## src/sv/mln_pkg.sv

```systemverilog
`default_nettype none

package mln_pkg;

   // fixed field widths
   localparam int CMD_W   = 3;
   localparam int OBS_W   = 2;
   localparam int DATA_W  = 32;
   localparam int DELAY_W = 16;
   localparam int CSR_IDX_W = 2;
   localparam int CSR_DATA_W = 32;

   // number of page counters in one sample
   localparam int NUM_TYPES = 3;

   // default for the top level parameter
   localparam int DEF_NUM_OBSERVERS = 4;

   // fallbacks for zero configuration values
   localparam logic [DELAY_W-1:0] FALLBACK_BASE  = DELAY_W'(25);
   localparam logic [DATA_W-1:0]  FALLBACK_SPACE = DATA_W'(1024 >> 3);

   // register reset values
   localparam logic [DELAY_W-1:0] RESET_BASE  = DELAY_W'(25);
   localparam logic [DELAY_W-1:0] RESET_MAX   = DELAY_W'(1500);
   localparam logic [DATA_W-1:0]  RESET_SPACE = DATA_W'(128);

   typedef logic [NUM_TYPES-1:0][DATA_W-1:0] sample_type;
   typedef logic [NUM_TYPES-1:0]             mask_type;

   typedef enum logic [CMD_W-1:0] {
      CMD_SAMPLE  = 3'd0,
      CMD_RECLAIM = 3'd1,
      CMD_OPEN    = 3'd2,
      CMD_SET     = 3'd3,
      CMD_POLL    = 3'd4,
      CMD_CLOSE   = 3'd5
   } cmd_type;

   typedef enum logic [CSR_IDX_W-1:0] {
      CSR_BASE_PERIOD  = 2'd0,
      CSR_MAX_PERIOD   = 2'd1,
      CSR_CHANGE_SPACE = 2'd2
   } csr_idx_type;

   typedef enum logic [1:0] {
      ST_IDLE,
      ST_EVAL,
      ST_WALK
   } mln_state_type;

   // bit i set when threshold i is tracked and the current count reached it
   function automatic mask_type build_mask(input sample_type thr, input sample_type cur);
      mask_type m;
      m = '0;
      for (int i = 0; i < NUM_TYPES; i++) begin
         m[i] = (thr[i] != '0) && (cur[i] != '0) && (cur[i] >= thr[i]);
      end
      return m;
   endfunction

endpackage

`default_nettype wire

```

## src/sv/memory_level_notifier.sv

```systemverilog
// a transaction is registered on acceptance and answered from the evaluation state; a sample that
//   changes the notified level walks the observer slots, one slot per cycle through the
//   threshold memory read port, and is answered when the walk stops
// throughput: one transaction in flight; the next is accepted once the answer is registered
// reset: synchronous, active high; registers return to their defaults, the period to the
//   base period, all slots closed with empty thresholds, first sample only primes
`default_nettype none

module memory_level_notifier #(
   parameter int NUM_OBSERVERS = mln_pkg::DEF_NUM_OBSERVERS
) (
   input  wire                               clock,
   input  wire                               reset,
   // request channel
   input  wire                               req_valid,
   output logic                              req_stall,
   input  wire  [mln_pkg::CMD_W-1:0]         req_cmd,
   input  wire  [mln_pkg::OBS_W-1:0]         req_observer,
   input  wire  [mln_pkg::DATA_W-1:0]        req_used_value,
   input  wire  [mln_pkg::DATA_W-1:0]        req_active_value,
   input  wire  [mln_pkg::DATA_W-1:0]        req_total_value,
   // response channel
   output logic                              rsp_valid,
   input  wire                               rsp_stall,
   output logic [mln_pkg::DELAY_W-1:0]       rsp_next_delay,
   output logic                              rsp_rearm,
   output logic                              rsp_wake,
   output logic                              rsp_ready_res,
   output logic [mln_pkg::NUM_TYPES-1:0]     rsp_active_mask,
   // register write channel
   input  wire                               csr_valid,
   output logic                              csr_ready,
   input  wire  [mln_pkg::CSR_IDX_W-1:0]     csr_index,
   input  wire  [mln_pkg::CSR_DATA_W-1:0]    csr_wdata
);
   import mln_pkg::*;

   localparam int SLOT_W = (NUM_OBSERVERS > 1) ? $clog2(NUM_OBSERVERS) : 1;
   localparam logic [SLOT_W-1:0] LAST_SLOT = SLOT_W'(NUM_OBSERVERS - 1);

   // control state
   mln_state_type state_ff, state_in;

   // the transaction being worked on
   cmd_type           cmd_ff, cmd_in;
   logic [SLOT_W-1:0] slot_ff, slot_in;
   logic              obs_ok_ff, obs_ok_in;
   sample_type        val_ff, val_in;

   // walk pointer, also the read address source of the threshold memory
   logic [SLOT_W-1:0] walk_idx_ff, walk_idx_in;

   // configuration registers
   logic [DELAY_W-1:0] base_ff, base_in;
   logic [DELAY_W-1:0] max_ff, max_in;
   logic [DATA_W-1:0]  space_ff, space_in;

   // level tracking state
   sample_type         meas_ff, meas_in;
   sample_type         note_ff, note_in;
   logic               primed_ff, primed_in;
   logic [DELAY_W-1:0] period_ff, period_in;

   // per slot state; row_vld marks a threshold row written since open
   mask_type                 mask_ff [NUM_OBSERVERS];
   mask_type                 mask_in [NUM_OBSERVERS];
   logic [NUM_OBSERVERS-1:0] pend_ff, pend_in;
   logic [NUM_OBSERVERS-1:0] open_ff, open_in;
   logic [NUM_OBSERVERS-1:0] row_vld_ff, row_vld_in;

   // threshold memory, one row of all counters per slot
   sample_type        thr_mem [NUM_OBSERVERS];
   sample_type        rd_data_ff;
   logic              wr_en;
   logic [SLOT_W-1:0] wr_addr;

   // response register
   logic               rsp_valid_ff, rsp_valid_in;
   logic [DELAY_W-1:0] rsp_delay_ff, rsp_delay_in;
   logic               rsp_rearm_ff, rsp_rearm_in;
   logic               rsp_wake_ff, rsp_wake_in;
   logic               rsp_ready_ff, rsp_ready_in;
   mask_type           rsp_mask_ff, rsp_mask_in;

   // shared decode
   logic [DELAY_W-1:0] eff_base;
   logic [DELAY_W-1:0] eff_max;
   logic [DATA_W-1:0]  eff_space;
   logic               level_change;
   logic               out_free;
   sample_type         cur_thr;
   mask_type           cur_mask;
   logic               walk_hit;
   logic               walk_done;
   logic               eval_walk;
   logic [DELAY_W:0]   period_dbl;

   assign eff_base  = (base_ff == '0) ? FALLBACK_BASE : base_ff;
   assign eff_max   = (max_ff < eff_base) ? eff_base : max_ff;
   assign eff_space = (space_ff == '0) ? FALLBACK_SPACE : space_ff;

   // dead band compare of the new sample against the last notified one;
   // a zero count on either side is untracked
   always_comb begin
      logic [DATA_W-1:0] diff;
      level_change = 1'b0;
      for (int i = 0; i < NUM_TYPES; i++) begin
         diff = (val_ff[i] >= note_ff[i]) ? (val_ff[i] - note_ff[i])
                                          : (note_ff[i] - val_ff[i]);
         if ((val_ff[i] != '0) && (note_ff[i] != '0) && (diff >= eff_space)) begin
            level_change = 1'b1;
         end
      end
   end

   // a finished answer may be registered when the response slot drains
   assign out_free = !rsp_valid_ff || !rsp_stall;

   // row at walk_idx_ff, read in the cycle before; unwritten rows read as zero
   assign cur_thr  = row_vld_ff[walk_idx_ff] ? rd_data_ff : '0;
   assign cur_mask = build_mask(cur_thr, meas_ff);

   // slot becomes or already is pending: walk stops here
   assign walk_hit  = open_ff[walk_idx_ff] &&
                      ((cur_mask != mask_ff[walk_idx_ff]) || pend_ff[walk_idx_ff]);
   assign walk_done = walk_hit || (walk_idx_ff == LAST_SLOT);

   assign eval_walk = (cmd_ff == CMD_SAMPLE) && primed_ff && level_change;

   assign period_dbl = {period_ff, 1'b0};

   // next state
   always_comb begin
      state_in = state_ff;
      unique case (state_ff)
         ST_IDLE: begin
            if (req_valid) begin
               state_in = ST_EVAL;
            end
         end
         ST_EVAL: begin
            if (eval_walk) begin
               state_in = ST_WALK;
            end else if (out_free) begin
               state_in = ST_IDLE;
            end
         end
         ST_WALK: begin
            if (walk_done && out_free) begin
               state_in = ST_IDLE;
            end
         end
         default: state_in = ST_IDLE;
      endcase
   end

   // datapath and response
   always_comb begin
      logic     produce;
      logic     r_rearm;
      logic     r_wake;
      logic     r_ready;
      mask_type r_mask;
      mask_type new_mask;

      produce  = 1'b0;
      r_rearm  = 1'b0;
      r_wake   = 1'b0;
      r_ready  = 1'b0;
      r_mask   = '0;
      new_mask = '0;

      cmd_in      = cmd_ff;
      slot_in     = slot_ff;
      obs_ok_in   = obs_ok_ff;
      val_in      = val_ff;
      walk_idx_in = walk_idx_ff;
      meas_in     = meas_ff;
      note_in     = note_ff;
      primed_in   = primed_ff;
      period_in   = period_ff;
      mask_in     = mask_ff;
      pend_in     = pend_ff;
      open_in     = open_ff;
      row_vld_in  = row_vld_ff;
      wr_en       = 1'b0;
      wr_addr     = slot_ff;

      rsp_valid_in = rsp_valid_ff && rsp_stall;
      rsp_delay_in = rsp_delay_ff;
      rsp_rearm_in = rsp_rearm_ff;
      rsp_wake_in  = rsp_wake_ff;
      rsp_ready_in = rsp_ready_ff;
      rsp_mask_in  = rsp_mask_ff;

      unique case (state_ff)
         ST_IDLE: begin
            if (req_valid) begin
               cmd_in      = cmd_type'(req_cmd);
               slot_in     = SLOT_W'(req_observer);
               obs_ok_in   = 32'(req_observer) < NUM_OBSERVERS;
               val_in      = {req_total_value, req_active_value, req_used_value};
               // start the read of the addressed slot's thresholds
               walk_idx_in = SLOT_W'(req_observer);
            end
         end

         ST_EVAL: begin
            case (cmd_ff)
               CMD_SAMPLE: begin
                  if (eval_walk || out_free) begin
                     meas_in = val_ff;
                     r_rearm = 1'b1;
                     if (!primed_ff) begin
                        // first sample only primes the notified level
                        note_in   = val_ff;
                        period_in = eff_base;
                        primed_in = 1'b1;
                        produce   = 1'b1;
                     end else if (level_change) begin
                        // walk starts at slot zero, answer comes from the walk
                        note_in     = val_ff;
                        period_in   = eff_base;
                        walk_idx_in = '0;
                     end else begin
                        // quiet level: back off, doubled wide then clamped
                        period_in = (period_dbl > {1'b0, eff_max}) ? eff_max
                                                                   : period_dbl[DELAY_W-1:0];
                        produce   = 1'b1;
                     end
                  end
               end

               CMD_RECLAIM: begin
                  if (out_free) begin
                     if (period_ff != eff_base) begin
                        period_in = eff_base;
                        r_rearm   = 1'b1;
                     end
                     produce = 1'b1;
                  end
               end

               CMD_OPEN: begin
                  if (out_free) begin
                     if (obs_ok_ff && !open_ff[slot_ff]) begin
                        row_vld_in[slot_ff] = 1'b0;
                        mask_in[slot_ff]    = '0;
                        pend_in[slot_ff]    = 1'b0;
                        open_in[slot_ff]    = 1'b1;
                     end
                     produce = 1'b1;
                  end
               end

               CMD_SET: begin
                  if (out_free) begin
                     if (obs_ok_ff && open_ff[slot_ff]) begin
                        new_mask            = build_mask(val_ff, meas_ff);
                        wr_en               = 1'b1;
                        row_vld_in[slot_ff] = 1'b1;
                        pend_in[slot_ff]    = 1'b0;
                        mask_in[slot_ff]    = new_mask;
                        r_mask              = new_mask;
                     end
                     produce = 1'b1;
                  end
               end

               CMD_POLL: begin
                  if (out_free) begin
                     if (obs_ok_ff && open_ff[slot_ff]) begin
                        // walk_idx_ff holds the polled slot here
                        r_ready          = (cur_mask != mask_ff[slot_ff]) || pend_ff[slot_ff];
                        mask_in[slot_ff] = cur_mask;
                        pend_in[slot_ff] = 1'b0;
                        r_mask           = cur_mask;
                     end
                     produce = 1'b1;
                  end
               end

               CMD_CLOSE: begin
                  if (out_free) begin
                     if (obs_ok_ff && open_ff[slot_ff]) begin
                        row_vld_in[slot_ff] = 1'b0;
                        mask_in[slot_ff]    = '0;
                        pend_in[slot_ff]    = 1'b0;
                        open_in[slot_ff]    = 1'b0;
                     end
                     produce = 1'b1;
                  end
               end

               default: begin
                  // unknown command: report the period only
                  if (out_free) begin
                     produce = 1'b1;
                  end
               end
            endcase
         end

         ST_WALK: begin
            if (!walk_done) begin
               // nothing changes in a slot that is passed over
               walk_idx_in = walk_idx_ff + SLOT_W'(1);
            end else if (out_free) begin
               if (open_ff[walk_idx_ff] && (cur_mask != mask_ff[walk_idx_ff])) begin
                  mask_in[walk_idx_ff] = cur_mask;
                  pend_in[walk_idx_ff] = 1'b1;
               end
               r_rearm = 1'b1;
               r_wake  = walk_hit;
               produce = 1'b1;
            end
         end

         default: begin
         end
      endcase

      if (produce) begin
         rsp_valid_in = 1'b1;
         rsp_delay_in = period_in;
         rsp_rearm_in = r_rearm;
         rsp_wake_in  = r_wake;
         rsp_ready_in = r_ready;
         rsp_mask_in  = r_mask;
      end
   end

   // register writes, always accepted
   always_comb begin
      base_in  = base_ff;
      max_in   = max_ff;
      space_in = space_ff;
      if (csr_valid) begin
         unique case (csr_idx_type'(csr_index))
            CSR_BASE_PERIOD:  base_in  = csr_wdata[DELAY_W-1:0];
            CSR_MAX_PERIOD:   max_in   = csr_wdata[DELAY_W-1:0];
            CSR_CHANGE_SPACE: space_in = csr_wdata[DATA_W-1:0];
            default: begin
            end
         endcase
      end
   end

   // threshold memory: one write port, one registered read port
   always_ff @(posedge clock) begin
      if (wr_en) begin
         thr_mem[wr_addr] <= val_ff;
      end
      rd_data_ff <= thr_mem[walk_idx_in];
   end

   // control and state registers
   always_ff @(posedge clock) begin
      if (reset) begin
         state_ff     <= ST_IDLE;
         base_ff      <= RESET_BASE;
         max_ff       <= RESET_MAX;
         space_ff     <= RESET_SPACE;
         meas_ff      <= '0;
         note_ff      <= '0;
         primed_ff    <= 1'b0;
         period_ff    <= RESET_BASE;
         for (int i = 0; i < NUM_OBSERVERS; i++) begin
            mask_ff[i] <= '0;
         end
         pend_ff      <= '0;
         open_ff      <= '0;
         row_vld_ff   <= '0;
         walk_idx_ff  <= '0;
         rsp_valid_ff <= 1'b0;
      end else begin
         state_ff     <= state_in;
         base_ff      <= base_in;
         max_ff       <= max_in;
         space_ff     <= space_in;
         meas_ff      <= meas_in;
         note_ff      <= note_in;
         primed_ff    <= primed_in;
         period_ff    <= period_in;
         mask_ff      <= mask_in;
         pend_ff      <= pend_in;
         open_ff      <= open_in;
         row_vld_ff   <= row_vld_in;
         walk_idx_ff  <= walk_idx_in;
         rsp_valid_ff <= rsp_valid_in;
      end
   end

   // transaction payload and response fields
   always_ff @(posedge clock) begin
      cmd_ff       <= cmd_in;
      slot_ff      <= slot_in;
      obs_ok_ff    <= obs_ok_in;
      val_ff       <= val_in;
      rsp_delay_ff <= rsp_delay_in;
      rsp_rearm_ff <= rsp_rearm_in;
      rsp_wake_ff  <= rsp_wake_in;
      rsp_ready_ff <= rsp_ready_in;
      rsp_mask_ff  <= rsp_mask_in;
   end

   // ports
   assign req_stall       = (state_ff != ST_IDLE);
   assign csr_ready       = 1'b1;
   assign rsp_valid       = rsp_valid_ff;
   assign rsp_next_delay  = rsp_delay_ff;
   assign rsp_rearm       = rsp_rearm_ff;
   assign rsp_wake        = rsp_wake_ff;
   assign rsp_ready_res   = rsp_ready_ff;
   assign rsp_active_mask = rsp_mask_ff;

endmodule

`default_nettype wire

```

## config.mk

```make
export PLATFORM = sky130hd
export DESIGN_NAME = memory_level_notifier
export DESIGN_NICKNAME = d
export VERILOG_FILES = /design/src/sv/mln_pkg.sv /design/src/sv/memory_level_notifier.sv
export SDC_FILE = /design/constraint.sdc
export NUM_CORES = 2
export LEC_CHECK = 0
export ABC_AREA = 1
export BUFFER_PORTS_ARGS = -buffer_cell sky130_fd_sc_hd__buf_2
export CAP_MARGIN = 20
export CORE_ASPECT_RATIO = 0.5
export CORE_UTILIZATION = 47
export DETAILED_ROUTE_END_ITERATION = 8
export PLACE_DENSITY_LB_ADDON = 0.3
export SYNTH_ARGS = -nofsm -noshare
export SYNTH_HDL_FRONTEND = slang
export SYNTH_SLANG_ARGS = --single-unit
export TNS_END_PERCENT = 10
```

## constraint.sdc

```tcl
create_clock -name clock -period 13.9 [get_ports clock]
set_input_delay 3.475 -clock clock [delete_from_list [all_inputs] [get_ports clock]]
set_output_delay 3.475 -clock clock [all_outputs]
set_load 0.02 [all_outputs]
```

==> impl_metrics.tcl <==
set metrics [dict create \
    status "finished clean" \
    swShare_pct 32.6 \
    synthesis.nets 7488 \
    nNetsFinal 7559 \
    drive_above_1_share_pct 5.52 \
    wl_per_cell_um 20.0 \
    critPathLaunchType "flop" \
    core_area_mm2 0.115 \
    postCtsHoldBufs 0 \
    fin_util_pct 51.8 \
    multi_input_area_mm2 0.0262 \
    skew_ps 52.6 \
    initial_utilization_pct 47.5 \
    ys_ff_latch 905 \
    internal-power_mw 4.79 \
    r2r_end "note_ff[61]$_SDFFE_PP0P_" \
    relSlewSlack_pct 11.4 \
    final_common_cell "nand2_1" \
    vias_per_cell 5.52 \
    period_needed_ps 9740 \
    cts_setup_buffers 0 \
    nFillCells 11000 \
    cts_resized 0 \
    reg2reg_depth 36 \
    r2r_start "val_ff[78]$_DFFE_PP_" \
    synth-edff-count 507 \
    die_h_um 243 \
    cts_buffers 84 \
    area_growth_pct 9.19 \
    tns_ps 0 \
    worstPathMaxFanout 103 \
    seq_area_frac_synth_pct 42.3 \
    grt_pass1_vias 43900 \
    ff_latch_area_mm2 0.0232 \
    clockBufferDepth 3 \
    async_reset_ff_share_pct 0 \
    synth_top_area_share_pct 27.8 \
    busiest_layer "met2" \
    hp-class "reg2reg" \
    synth_area_leaders "edfxtp_1 28%, dfxtp_1 15%, ha_1 12%" \
    io_pins 165 \
    grtUsageMet2_pct 45.2 \
    holdPathEnd "max_ff[1]$_SDFFE_PP0P_" \
    max_cap_viol_count 0 \
    powerDensity_mw_per_mm2 119 \
    irDropWorstVdd_uv 84.4 \
    cp-end-kind "flop" \
    dr_total_vias 46900 \
    rsz0062_at_grt "no" \
    clockPowerShare_pct 34.1 \
    p_total_mw 7.11 \
    grt_remaining_overflow 0 \
    worstPathArrival_ps 10300 \
    r2r_setup_slack_ps 4160 \
    dieArea_mm2 0.118 \
    setup_viol 0 \
    cts_num_sinks 905 \
    yosysTopAreaCell "edfxtp_1" \
    fin_crit_sh_pct 70.1 \
    avgSynthCellArea_um2 8.02 \
    worstPathRequired_ps 14460 \
    seqPwrFrac_pct 43.2 \
    hp-start "max_ff[1]$_SDFFE_PP0P_" \
    ant_nets 0 \
    dp.final_hpwl_mm 126 \
    whs_path_depth 2 \
    fin_cells 8500 \
    dr.pass1.iters 8 \
    grtUsageMet3_pct 5.01 \
    p_leak_nw 26.8 \
    cts_tree "yes" \
    final_hold_viol_count 0 \
    slew_violations 0 \
    synth.distinct_cells 54 \
    mostFrequentLayoutCells "1,192 x nand2_1, 1,164 x inv_1, 760 x a21oi_1" \
    cp_slowest_cell "nand2_1" \
    synth_flop_cell "edfxtp_1" \
    wl_mm 170 \
    switchingPower_mw 2.32 \
    grt_first_pass_wirelength_mm 260 \
    root_buffer "clkbuf_16" \
    grt_start_max_net_pins 114 \
    h-tree-depth 3 \
    dpl.cell_count 8340 \
    max_freq_mhz 103 \
    slowest_delay_ps 800 \
    grt_use_total_pct 28.3 \
    drc 0 \
    antenna_found_initial 6 \
    routabilityCongestion 1.05 \
    dieWidth_um 485 \
    p_comb_share_pct 22.8 \
    postSynthCellCount 6827 \
    met1_usage_pct 39.1 \
    clk_latency_ps 730 \
    syn-cell-area_mm2 0.0548 \
    clk_pin_slew_ps 70 \
    portBuffers 163 \
    tightestPinTransition_ps 1330 \
    path_class "reg2reg" \
    yosysWarnings 0 \
    rows 88 \
    drt_first_iter_violations 4379 \
]
## per-stage QoR
step                      setup slack [ps]  area, um^2  hold WS [ps]
after floorplan                       5090       54800           442
after CTS                             4490       59800           483
after global routing                  3530       59800           515
after global placement                4670       56900           464
after detailed placement              4560       57000           470
final                                 4160       59800           491
## power by group through the flow
stage | Combinational, mW | Sequential [mW] | Clock [mW]
2_1_floorplan | 1.09 | 3.07 | 0
3_3_place_gp | 1.56 | 3.12 | 0
3_5_place_dp | 1.57 | 3.12 | 0
4_1_cts | 1.58 | 3.06 | 2.46
5_1_grt | 1.80 | 3.08 | 2.56
6_report | 1.62 | 3.07 | 2.42
## cell type report
| class | instances | area share, % |
|---|---|---|
| clock buffer | 112 | 3.84 |
| clock inverter | 45 | 0.879 |
| antenna | 1 | 0.00418 |
| timing repair buffer | 220 | 2.11 |
| tap | 1530 | 3.20 |
| inverter | 1178 | 7.41 |
| sequential | 905 | 38.8 |
| multi-input combinational | 4509 | 43.8 |
## worst max-delay path by stage
stage | startpoint | end | cells past startpoint
after floorplan | rsp_stall | thr_mem[0][0]$_DFFE_PP_ | 8
after global placement | val_ff[78]$_DFFE_PP_ | note_ff[47]$_SDFFE_PP0P_ | 36
after detailed placement | val_ff[78]$_DFFE_PP_ | note_ff[61]$_SDFFE_PP0P_ | 36
after CTS | val_ff[78]$_DFFE_PP_ | note_ff[61]$_SDFFE_PP0P_ | 36
after global routing | val_ff[78]$_DFFE_PP_ | note_ff[63]$_SDFFE_PP0P_ | 36
final | val_ff[78]$_DFFE_PP_ | note_ff[61]$_SDFFE_PP0P_ | 36
## state kept, by name (all words and copies together) (netlist names), 4 cells and up, named ones only
name            count
rsp_next_delay     16
max_ff             16
space_ff           32
rd_data_ff         96
mask_ff            12
val_ff             96
meas_ff            96
pend_ff             4
period_ff          16
note_ff            96
base_ff            16
thr_mem           384
## synth_stat cells (all sizes together) (2+ instances only)
library cell / count
o22ai: 12
ha: 515
dfxtp: 398
a31o: 2
xor2: 52
a22oi: 3
a31oi: 41
nand4: 98
nand2: 1197
nor3b: 3
inv: 1172
a2111oi: 2
a21oi: 760
a221oi: 17
fa: 6
o21bai: 17
o221a: 2
a32oi: 5
nor4: 37
o221ai: 13
nor2: 365
and3: 3
o21a: 37
mux2i: 14
o211ai: 94
mux2: 5
a211oi: 37
edfxtp: 507
clkinv: 6
a41oi: 2
xnor2: 48
a21o: 20
o21ai: 519
clkbuf: 161
o2111ai: 3
nor3: 45
a21boi: 3
buf: 74
nand3: 513
o31ai: 5
o311ai: 9
## cell families after synthesis
logic type                 Yosys count  share of synthesized area (%)
AOI/OAI and AO/OA                 1604                           16.2
and+or+nand+nor                   2264                           17.5
adders and majority gates          521                           12.0
muxes                               19                          0.359
DFF                                905                           42.3
other                                1                        0.00685
buffers and inverters             1413                           10.0
xor gates and xnor gates           100                           1.60
## worst max-delay path: cells and delay by family, from the launching register on
kind                     cells  cell delay (ps)
AO/OA/AOI/OAI                7             1830
XOR/XNOR                     1              170
adder cells (fa/ha/maj)      2              720
buffers and inverters        9             2700
flip-flops                   1              580
AND/OR/NAND/NOR             17             3360
## routing by layer
metal,up-vias,part of all wire (%)
li1,23100,-
met1,22100,46
met2,1440,45
met3,283,7.0
met4,2,3.0
met5,-,0.0088
No activity file was read; power rests on OpenSTA's default activity.
